## src/hdl/hpd_pkg.sv

```systemverilog
// Shared types, constants and the hex digit function for the polygon point decoder.
// Depends on nothing; every other file of the block imports it.
package hpd_pkg;

   typedef struct packed {
      logic       op;
      logic [7:0] char_code;
   } req_type;

   typedef struct packed {
      logic [15:0] point_x;
      logic [15:0] point_y;
      logic        is_closing;
   } rsp_type;

   // Unscaled point that leaves the parser, one per request at most.
   typedef struct packed {
      logic       hit;
      logic [7:0] x_byte;
      logic [7:0] y_byte;
      logic       closing;
   } raw_point_type;

   localparam logic       OP_CHAR       = 1'b0;
   localparam logic       OP_END        = 1'b1;
   localparam logic [7:0] CHAR_SPACE    = 8'h20;
   localparam logic [7:0] CHAR_DOT      = 8'h2E;
   localparam logic [15:0] SCALE_RESET  = 16'd256;

   localparam logic [1:0] POS_X_HIGH    = 2'd0;
   localparam logic [1:0] POS_X_LOW     = 2'd1;
   localparam logic [1:0] POS_Y_HIGH    = 2'd2;
   localparam logic [1:0] POS_Y_LOW     = 2'd3;

   // Characters outside 0-9, A-F and a-f count as the digit zero.
   function automatic logic [3:0] hex_value(input logic [7:0] c);
      logic [7:0] v;
      v = 8'd0;
      if (c >= 8'h30 && c <= 8'h39) begin
         v = c - 8'h30;
      end else if (c >= 8'h41 && c <= 8'h46) begin
         v = c - 8'h41 + 8'd10;
      end else if (c >= 8'h61 && c <= 8'h66) begin
         v = c - 8'h61 + 8'd10;
      end
      return v[3:0];
   endfunction

endpackage

```

## src/hdl/hpd_parser.sv

```systemverilog
// Character parser of the polygon point decoder: digit position, partial bytes
// and the remembered first point of a contour. Depends on hpd_pkg.
module hpd_parser
   import hpd_pkg::*;
(
   input  logic          clock,
   input  logic          reset,
   input  logic          fire,
   input  req_type       req,
   output raw_point_type point
);

   logic [1:0] pos_ff, pos_in;
   logic [7:0] x_ff, x_in;
   logic [7:0] y_ff, y_in;
   logic [7:0] first_x_ff, first_x_in;
   logic [7:0] first_y_ff, first_y_in;
   logic       have_first_ff, have_first_in;
   logic       after_sep_ff, after_sep_in;
   logic [3:0] digit;

   always_comb begin
      pos_in        = pos_ff;
      x_in          = x_ff;
      y_in          = y_ff;
      first_x_in    = first_x_ff;
      first_y_in    = first_y_ff;
      have_first_in = have_first_ff;
      after_sep_in  = after_sep_ff;
      digit         = hex_value(req.char_code);
      point         = '0;

      if (req.op == OP_END) begin
         point.hit     = have_first_ff;
         point.x_byte  = first_x_ff;
         point.y_byte  = first_y_ff;
         point.closing = 1'b1;
         pos_in        = POS_X_HIGH;
         x_in          = 8'd0;
         y_in          = 8'd0;
         first_x_in    = 8'd0;
         first_y_in    = 8'd0;
         have_first_in = 1'b0;
         after_sep_in  = 1'b0;
      end else if (pos_ff == POS_X_HIGH && req.char_code == CHAR_SPACE) begin
         point.hit = 1'b0;
      end else if (pos_ff == POS_X_HIGH && req.char_code == CHAR_DOT) begin
         after_sep_in  = 1'b1;
         point.hit     = have_first_ff;
         point.x_byte  = first_x_ff;
         point.y_byte  = first_y_ff;
         point.closing = 1'b1;
      end else begin
         case (pos_ff)
            POS_X_HIGH: begin
               x_in   = {digit, 4'd0};
               pos_in = POS_X_LOW;
            end
            POS_X_LOW: begin
               x_in   = {x_ff[7:4], digit};
               pos_in = POS_Y_HIGH;
            end
            POS_Y_HIGH: begin
               y_in   = {digit, 4'd0};
               pos_in = POS_Y_LOW;
            end
            default: begin
               y_in          = {y_ff[7:4], digit};
               pos_in        = POS_X_HIGH;
               point.hit     = 1'b1;
               point.x_byte  = x_ff;
               point.y_byte  = y_in;
               point.closing = 1'b0;
               if (after_sep_ff) begin
                  first_x_in    = x_ff;
                  first_y_in    = y_in;
                  have_first_in = 1'b1;
                  after_sep_in  = 1'b0;
               end
            end
         endcase
      end
   end

   always_ff @(posedge clock) begin
      if (reset) begin
         pos_ff        <= POS_X_HIGH;
         x_ff          <= 8'd0;
         y_ff          <= 8'd0;
         first_x_ff    <= 8'd0;
         first_y_ff    <= 8'd0;
         have_first_ff <= 1'b0;
         after_sep_ff  <= 1'b0;
      end else if (fire) begin
         pos_ff        <= pos_in;
         x_ff          <= x_in;
         y_ff          <= y_in;
         first_x_ff    <= first_x_in;
         first_y_ff    <= first_y_in;
         have_first_ff <= have_first_in;
         after_sep_ff  <= after_sep_in;
      end
   end

endmodule

```

## src/hdl/hpd_scaler.sv

```systemverilog
// Scaling stage: multiplies both point bytes by the scale and keeps bits 23:8,
// registered into the result payload. Depends on hpd_pkg.
module hpd_scaler
   import hpd_pkg::*;
(
   input  logic          clock,
   input  logic          load,
   input  raw_point_type point,
   input  logic [15:0]   scale,
   output rsp_type       rsp
);

   logic [23:0] prod_x;
   logic [23:0] prod_y;
   rsp_type     rsp_ff, rsp_in;

   always_comb begin
      prod_x            = {16'd0, point.x_byte} * {8'd0, scale};
      prod_y            = {16'd0, point.y_byte} * {8'd0, scale};
      rsp_in.point_x    = prod_x[23:8];
      rsp_in.point_y    = prod_y[23:8];
      rsp_in.is_closing = point.closing;
   end

   always_ff @(posedge clock) begin
      if (load) begin
         rsp_ff <= rsp_in;
      end
   end

   assign rsp = rsp_ff;

endmodule

```

## src/hdl/hex_polygon_point_decoder.sv

```systemverilog
// Top level of the polygon point decoder: handshakes, scale register and the
// two-stage pipeline. Depends on hpd_pkg, hpd_parser and hpd_scaler.
//
//   channel  direction  handshake              payload
//   req      in         req_valid / req_stall  req_data  (req_type)
//   rsp      out        rsp_valid / rsp_stall  rsp_data  (rsp_type)
//   csr      in         csr_write              csr_wdata (scale)
//
// One request is taken per cycle while req_stall is low; a point passes from the request
// that completes it through the parser register and then the multiplier's register.
// Reset clears the parser state, both stages and sets the scale to 256.
// A stalled result holds its stage, and requests are stalled only when the
// parser register is also full.
module hex_polygon_point_decoder
   import hpd_pkg::*;
(
   input  logic        clock,
   input  logic        reset,
   input  logic        req_valid,
   output logic        req_stall,
   input  req_type     req_data,
   output logic        rsp_valid,
   input  logic        rsp_stall,
   output rsp_type     rsp_data,
   input  logic        csr_write,
   input  logic [15:0] csr_wdata
);

   logic          req_fire;
   logic          out_free;
   raw_point_type point;
   raw_point_type s1_ff;
   logic          s1_vld_ff, s1_vld_in;
   logic          rsp_vld_ff, rsp_vld_in;
   logic [15:0]   scale_ff;

   assign out_free  = !rsp_vld_ff || !rsp_stall;
   assign req_stall = s1_vld_ff && !out_free;
   assign req_fire  = req_valid && !req_stall;

   hpd_parser u_parser (
      .clock (clock),
      .reset (reset),
      .fire  (req_fire),
      .req   (req_data),
      .point (point)
   );

   always_comb begin
      s1_vld_in  = s1_vld_ff;
      rsp_vld_in = rsp_vld_ff;
      if (out_free) begin
         rsp_vld_in = s1_vld_ff;
         s1_vld_in  = 1'b0;
      end
      if (req_fire) begin
         s1_vld_in = point.hit;
      end
   end

   always_ff @(posedge clock) begin
      if (reset) begin
         s1_vld_ff  <= 1'b0;
         rsp_vld_ff <= 1'b0;
         scale_ff   <= SCALE_RESET;
      end else begin
         s1_vld_ff  <= s1_vld_in;
         rsp_vld_ff <= rsp_vld_in;
         if (csr_write) begin
            scale_ff <= csr_wdata;
         end
      end
   end

   always_ff @(posedge clock) begin
      if (req_fire && point.hit) begin
         s1_ff <= point;
      end
   end

   hpd_scaler u_scaler (
      .clock (clock),
      .load  (out_free && s1_vld_ff),
      .point (s1_ff),
      .scale (scale_ff),
      .rsp   (rsp_data)
   );

   assign rsp_valid = rsp_vld_ff;

   a_stall_only_when_full: assert property (@(posedge clock) disable iff (reset)
      req_stall |-> (s1_vld_ff && rsp_vld_ff && rsp_stall))
      else $error("request stalled while the pipeline has room");

   a_stage_moves: assert property (@(posedge clock) disable iff (reset)
      (s1_vld_ff && out_free) |=> rsp_vld_ff)
      else $error("parser stage lost its point");

   a_drain: assert property (@(posedge clock) disable iff (reset)
      (rsp_vld_ff && !rsp_stall && !s1_vld_ff) |=> !rsp_vld_ff)
      else $error("result repeated after it was taken");

   a_reset_empty: assert property (@(posedge clock)
      reset |=> (!rsp_vld_ff && !s1_vld_ff))
      else $error("pipeline not empty after reset");

endmodule

```

## config.mk

```make
export PLATFORM = sky130hd
export DESIGN_NAME = hex_polygon_point_decoder
export DESIGN_NICKNAME = d
export VERILOG_FILES = /design/src/hdl/hpd_pkg.sv /design/src/hdl/hpd_parser.sv /design/src/hdl/hpd_scaler.sv /design/src/hdl/hex_polygon_point_decoder.sv
export SDC_FILE = /design/constraint.sdc
export NUM_CORES = 1
export LEC_CHECK = 0
export ABC_AREA = 1
export BUFFER_PORTS_ARGS = -buffer_cell sky130_fd_sc_hd__buf_2
export CAP_MARGIN = 20
export CORE_MARGIN = 2
export CORE_UTILIZATION = 45
export CTS_CLUSTER_SIZE = 20
export DETAILED_ROUTE_END_ITERATION = 6
export PLACE_DENSITY = 0.61
export SLEW_MARGIN = 20
export SYNTH_ARGS = -nofsm -noshare
export SYNTH_HDL_FRONTEND = slang
export SYNTH_SLANG_ARGS = --single-unit
```

## constraint.sdc

```tcl
create_clock -name clock -period 6.9 [get_ports clock]
set_input_delay 1.035 -clock clock [delete_from_list [all_inputs] [get_ports clock]]
set_output_delay 1.035 -clock clock [all_outputs]
set_load 0.03 [all_outputs]
```

==> results_dict.tcl, run 1 <==
set metrics [dict create \
    start_util 0.460 \
    cap_violations 0 \
    htreeDepth 3 \
    met1_length_microns 13900 \
    core_sq_um 28000 \
    cts-resized-gates 0 \
    power.internal_w 0.00154 \
    final_cell_mix "inv_1, nand2_1, fa_1, ha_1, nor2_1" \
    clk_pin_slew_ps 90 \
    hold_viol 0 \
    drv_slew 0 \
    peakVddDrop_mv 0.133 \
    wirelength_microns 29800 \
    relSlewSlack 0.421 \
    fp.dieH_microns 173 \
    core.rowCount 61 \
    first_global_vias 10600 \
    die_width_microns 173 \
    synth.cell_area_sq_um 12900 \
    crit_cells 16 \
    ys_warn_count 0 \
    synth_edf_count 50 \
    gr-total-overflow 0 \
    cp_max_fo 17 \
    clk_latency_ps 370 \
    gp_congestion 0.874 \
    critPathLaunchType "flip-flop" \
    synthArstFlopShare 0 \
    rr_worst_depth 16 \
    multi_input_area_sq_um 8290 \
    synth_seq_cells 100 \
    cp.arrival_ps 4960 \
    n_fill_cell 2781 \
    io_pins 65 \
    final_antenna_net_count 0 \
    syn-num-nets 2022 \
    antenna_found_initial 0 \
    power.density_nw_per_um2 205 \
    drc_errors 0 \
    required_ps 7030 \
    power.leakage_nw 8.10 \
    area_growth_pct 6.41 \
    grt.total_usage 0.209 \
    switching_share 0.455 \
    worst_slew_pin_slew_ps 867 \
    setup_viol 0 \
    viasPerCell 4.90 \
    holdPathStages 0 \
    drt-initial-drc-count 686 \
    place_inst 2102 \
    path_cells "nand2_1 > fa_1 > fa_1 > inv_1 > fa_1 > inv_1 > fa_1 > inv_1 > ha_1 > a21oi_1 > a21boi_0 > o21ai_0 > a21oi_1 > nand2_1 > nand2_1 > nand2_1" \
    ys_seq_area_frac 0.194 \
    cts-buffers-inserted 9 \
    rsz0062_at_grt "false" \
    critPathCaptureType "flip-flop" \
    dieArea_sq_um 30000 \
    fin_crit_sh 0.700 \
    setup-tns-final_ps 0 \
    drive_above_1_share 0.0689 \
    n_antenna_cell 0 \
    final_common_cell "inv_1" \
    dp_hpwl_microns 22900 \
    period_needed_ps 4830 \
    cts_setup_buffers 0 \
    grt_max_degree 36 \
    crit_family "adder cells" \
    syn_inst 1736 \
    syn_area_per_cell_sq_um 7.43 \
    ys.flop_type "edfxtp_1" \
    firstDrtPassIters 5 \
    io_buffers 64 \
    fin_hold_ws_ps 442 \
    clock-sinks 100 \
    wl_met2_microns 14200 \
    fin_cells 2119 \
    cpMaxStageDelayCell "dfxtp_1" \
    path_class "flip-flop to flip-flop" \
    cts_tree "done" \
    wl_met3_microns 1330 \
    power.switching_w 0.00128 \
    cts_hold_buf 0 \
    hp-class "flip-flop to flip-flop" \
    top_layer "met4" \
    finalNetCount 2022 \
    final_util 0.490 \
    slowest_delay_ps 830 \
    clock.fmax_mhz 207 \
    skew_ps 14.5 \
    outcome "finished, final reports clean" \
    seqCellArea_sq_um 2500 \
    clock_path_buffers 2 \
    p_comb_frac 0.538 \
    p_seq_frac 0.265 \
    post_drt_wl_per_cell_microns 14.1 \
    grt_pass1_wl_microns 51400 \
    synth_cell_type_count 45 \
    cts_root_buf "clkbuf_16" \
    total_power_w 0.00282 \
    dr_total_vias 10400 \
    p_clk_frac 0.197 \
    crit_buf_inv 3 \
]
==> synthesized netlist by cell type, drive strengths merged, types with 2 or more instances <==
cell      n  area (sq um)
nand3b    2          15.0
nand4     9          56.3
xor2     14           123
clkbuf   67           251
nor4      5          31.3
nand3    53           318
o21ai    44           220
dfxtp    50          1000
o221ai   13           114
nor3      9          50.1
edfxtp   50          1500
fa      166          3320
o21bai    5          41.3
a21o      5          37.5
nand2   471          1800
buf       9          66.3
ha       90          1130
xnor2    10          87.6
o21a      7          52.6
nor2     95           415
inv     477          1790
a21boi    2          15.0
a21oi    77           423
==> power groups by stage <==
stage	clock, W	combinational (W)	sequential, W
finish	0.000556	0.00151	0.000746
CTS	0.000567	0.00153	0.000745
detailed placement	0	0.00152	0.000759
global route	0.000587	0.00177	0.000749
floorplan	0	0.00121	0.000723
global placement	0	0.00151	0.000759
==> worst register-to-register path, cell delays in order (launching register included) <==
cell      delay (ps)
dfxtp_1          830
nand2_1          190
fa_1             540
fa_1             540
inv_1             50
fa_1             480
inv_1             50
fa_1             470
inv_1             40
ha_1             330
a21oi_1          200
a21boi_0         400
o21ai_0          130
a21oi_1          180
nand2_1           70
nand2_1           60
nand2_1           40
==> final cells by class <==
type | count | area share
Clock buffer | 9 | 0.0164
Clock inverter | 7 | 0.00666
Inverter | 478 | 0.131
Multi-Input combinational cell | 1082 | 0.604
Sequential cell | 100 | 0.182
Tap cell | 378 | 0.0345
Timing Repair Buffer | 65 | 0.0253
==> metrics by stage <==
step / cell area [sq um] / setup slack, ps
2_1_floorplan: 12900 / 2470
3_3_place_gp: 13400 / 2140
3_5_place_dp: 13400 / 2090
4_1_cts: 13700 / 2070
5_1_grt: 13700 / 1730
6_report: 13700 / 2070
==> layer usage <==
| metal | GRT usage | up-vias |
|---|---|---|
| met5 | 0 | - |
| met4 | 0.0487 | 0 |
| met2 | 0.356 | 227 |
| li1 | - | 5107 |
| met1 | 0.285 | 5021 |
| met3 | 0.0252 | 19 |
==> logic make-up (layout without fill, tap and decap cells) <==
family	Yosys count	count (layout)	synth area share
XOR/XNOR	24	24	0.0163
adder cells (fa/ha/maj)	256	256	0.345
AND/OR/NAND/NOR	645	645	0.209
AO/OA/AOI/OAI	157	157	0.0722
flip-flops	100	100	0.194
buffers and inverters	554	559	0.164
==> path summary, 6_finish.rpt <==
check	startpoint	endpoint	slack, ps
min	s1_ff[0]	u_scaler.rsp[0]	440
min reg2reg	s1_ff[0]	u_scaler.rsp[0]	440
max	scale_ff[15]	u_scaler.rsp[31]	2070
max reg2reg	scale_ff[15]	u_scaler.rsp[31]	2070
==> registers in the layout (all words and copies together) (netlist names) <==
name,cells
u_scaler.rsp,33
u_parser.first_y_ff,8
rsp_valid,1
u_parser.have_first_ff,1
u_parser.pos_ff,2
u_parser.x_ff,8
s1_vld_ff,1
u_parser.y_ff,4
s1_ff,17
u_parser.first_x_ff,8
u_parser.after_sep_ff,1
scale_ff,16
Note: power is estimated with default switching activity, not from simulation.
==> run 2, diff against run 1 <==
clock period = 4.8 ns   (was 6.9 ns; I/O delays follow)
==> results_dict.tcl, run 2 (same netlist as run 1, synthesis figures left out) <==
set metrics [dict create \
    relSlewSlack 0.477 \
    firstDrtPassIters 5 \
    gp_congestion 0.869 \
    fin_cells 2167 \
    required_ps 5000 \
    worst_slew_pin_slew_ps 784 \
    power.switching_w 0.00188 \
    rr_worst_depth 17 \
    place_inst 2130 \
    clk_latency_ps 380 \
    critPathLaunchType "flip-flop" \
    p_clk_frac 0.196 \
    p_comb_frac 0.553 \
    critPathCaptureType "flip-flop" \
    clock-sinks 100 \
    slowest_delay_ps 580 \
    finalNetCount 2070 \
    peakVddDrop_mv 0.229 \
    final_common_cell "inv_1" \
    n_antenna_cell 0 \
    hp-class "flip-flop to flip-flop" \
    drv_slew 0 \
    rsz0062_at_grt "false" \
    power.internal_w 0.00223 \
    gr-total-overflow 0 \
    io_buffers 64 \
    viasPerCell 4.86 \
    start_util 0.460 \
    path_cells "buf_4 > nand2_1 > inv_1 > fa_1 > fa_1 > fa_1 > inv_1 > fa_1 > inv_1 > ha_1 > nand2_1 > nor2_1 > inv_1 > nor3_1 > nand3_1 > nand3_1 > xor2_1" \
    dr_total_vias 10500 \
    power.leakage_nw 8.35 \
    dp_hpwl_microns 23800 \
    cap_violations 0 \
    io_pins 65 \
    drc_errors 0 \
    final_antenna_net_count 0 \
    die_width_microns 173 \
    p_seq_frac 0.251 \
    first_global_vias 10800 \
    clock.fmax_mhz 222 \
    antenna_found_initial 0 \
    cp_max_fo 12 \
    fin_crit_sh 0.939 \
    clk_pin_slew_ps 90 \
    cts_root_buf "clkbuf_16" \
    largest_reg_flops 33 \
    cp.arrival_ps 4710 \
    path_class "flip-flop to flip-flop" \
    crit_buf_inv 5 \
    cts-buffers-inserted 9 \
    grt.total_usage 0.214 \
    cts_hold_buf 0 \
    outcome "finished, final reports clean" \
    final_cell_mix "inv_1, nand2_1, fa_1, ha_1, nor2_1" \
    setup_viol 0 \
    dpl_cell_area_sq_um 13600 \
    fp.dieH_microns 173 \
    grt_max_degree 36 \
    holdPathStages 0 \
    power.density_nw_per_um2 292 \
    core_sq_um 28000 \
    clock_path_buffers 2 \
    switching_share 0.458 \
    htreeDepth 3 \
    core.rowCount 61 \
    drive_above_1_share 0.0961 \
    cts_tree "done" \
    skew_ps 15.6 \
    crit_cells 17 \
    grt_pass1_wl_microns 52500 \
    hold_viol 0 \
    setup-tns-final_ps 0 \
    cpMaxStageDelayCell "fa_1" \
    post_drt_wl_per_cell_microns 14.0 \
    fin_area_sq_um 14100 \
    dieArea_sq_um 30000 \
    period_needed_ps 4510 \
    drt-initial-drc-count 631 \
    wirelength_microns 30400 \
    area_growth_pct 9.45 \
    crit_family "adder cells" \
]
==> run 2: cell types whose count changed in the layout (fill, tap and decap cells not counted) <==
cell,before,now
buf_12,0,2
buf_4,0,46
dfxtp_1,50,47
dfxtp_2,0,3
nor2_1,89,88
nor2_2,1,2
==> run 2: worst register-to-register path, cell delays in order, from the launching register on <==
cell and delay (ps):
edfxtp_1 460, buf_4 230, nand2_1 90, inv_1 60
fa_1 580, fa_1 440, fa_1 490, inv_1 50
fa_1 480, inv_1 40, ha_1 370, nand2_1 140
nor2_1 170, inv_1 70, nor3_1 230, nand3_1 120
nand3_1 150, xor2_1 200
==> run 2: final timing paths <==
kind	start	endpoint	slack, ps
max reg2reg	s1_ff[14]	u_scaler.rsp[30]	290
max	s1_ff[14]	u_scaler.rsp[30]	290
min	s1_ff[0]	u_scaler.rsp[0]	430
min reg2reg	s1_ff[0]	u_scaler.rsp[0]	430
==> run 2: cell type report <==
| class | instances | area (sq um) |
|---|---|---|
| Clock buffer | 9 | 225 |
| Clock inverter | 7 | 91.3 |
| Fill cell | 2795 | 13900 |
| Inverter | 478 | 1800 |
| Multi-Input combinational cell | 1082 | 8290 |
| Sequential cell | 100 | 2510 |
| Tap cell | 378 | 473 |
| Timing Repair Buffer | 113 | 733 |
==> run 2: stage by stage <==
step	util	total power, W	setup WS [ps]	hold slack (ps)
3_3_place_gp	0.486	0.00330	182	410
3_5_place_dp	0.486	0.00331	149	412
2_1_floorplan	-	0.00278	374	400
5_1_grt	0.504	0.00454	41.9	449
6_report	0.504	0.00412	294	435
4_1_cts	0.497	0.00413	135	435
==> run 2: power groups by stage <==
stage / logic (W) / registers, W / clock network [W]
4_1_cts: 0.00227 / 0.00104 / 0.000824
3_5_place_dp: 0.00225 / 0.00106 / 0
6_report: 0.00228 / 0.00103 / 0.000807
3_3_place_gp: 0.00224 / 0.00105 / 0
5_1_grt: 0.00265 / 0.00104 / 0.000854
2_1_floorplan: 0.00174 / 0.00104 / 0
==> run 2: what timing repair did <==
action | in CTS | in global routing
endpoints found under the setup margin | 0 | 17
setup buffers | 0 | 20
resized for setup | 0 | 4
==> run 2: layer usage <==
layer	routed length, microns	global-route usage
met1	13900	0.283
met2	14500	0.361
met3	1320	0.0336
met4	783	0.0689
met5	0	0
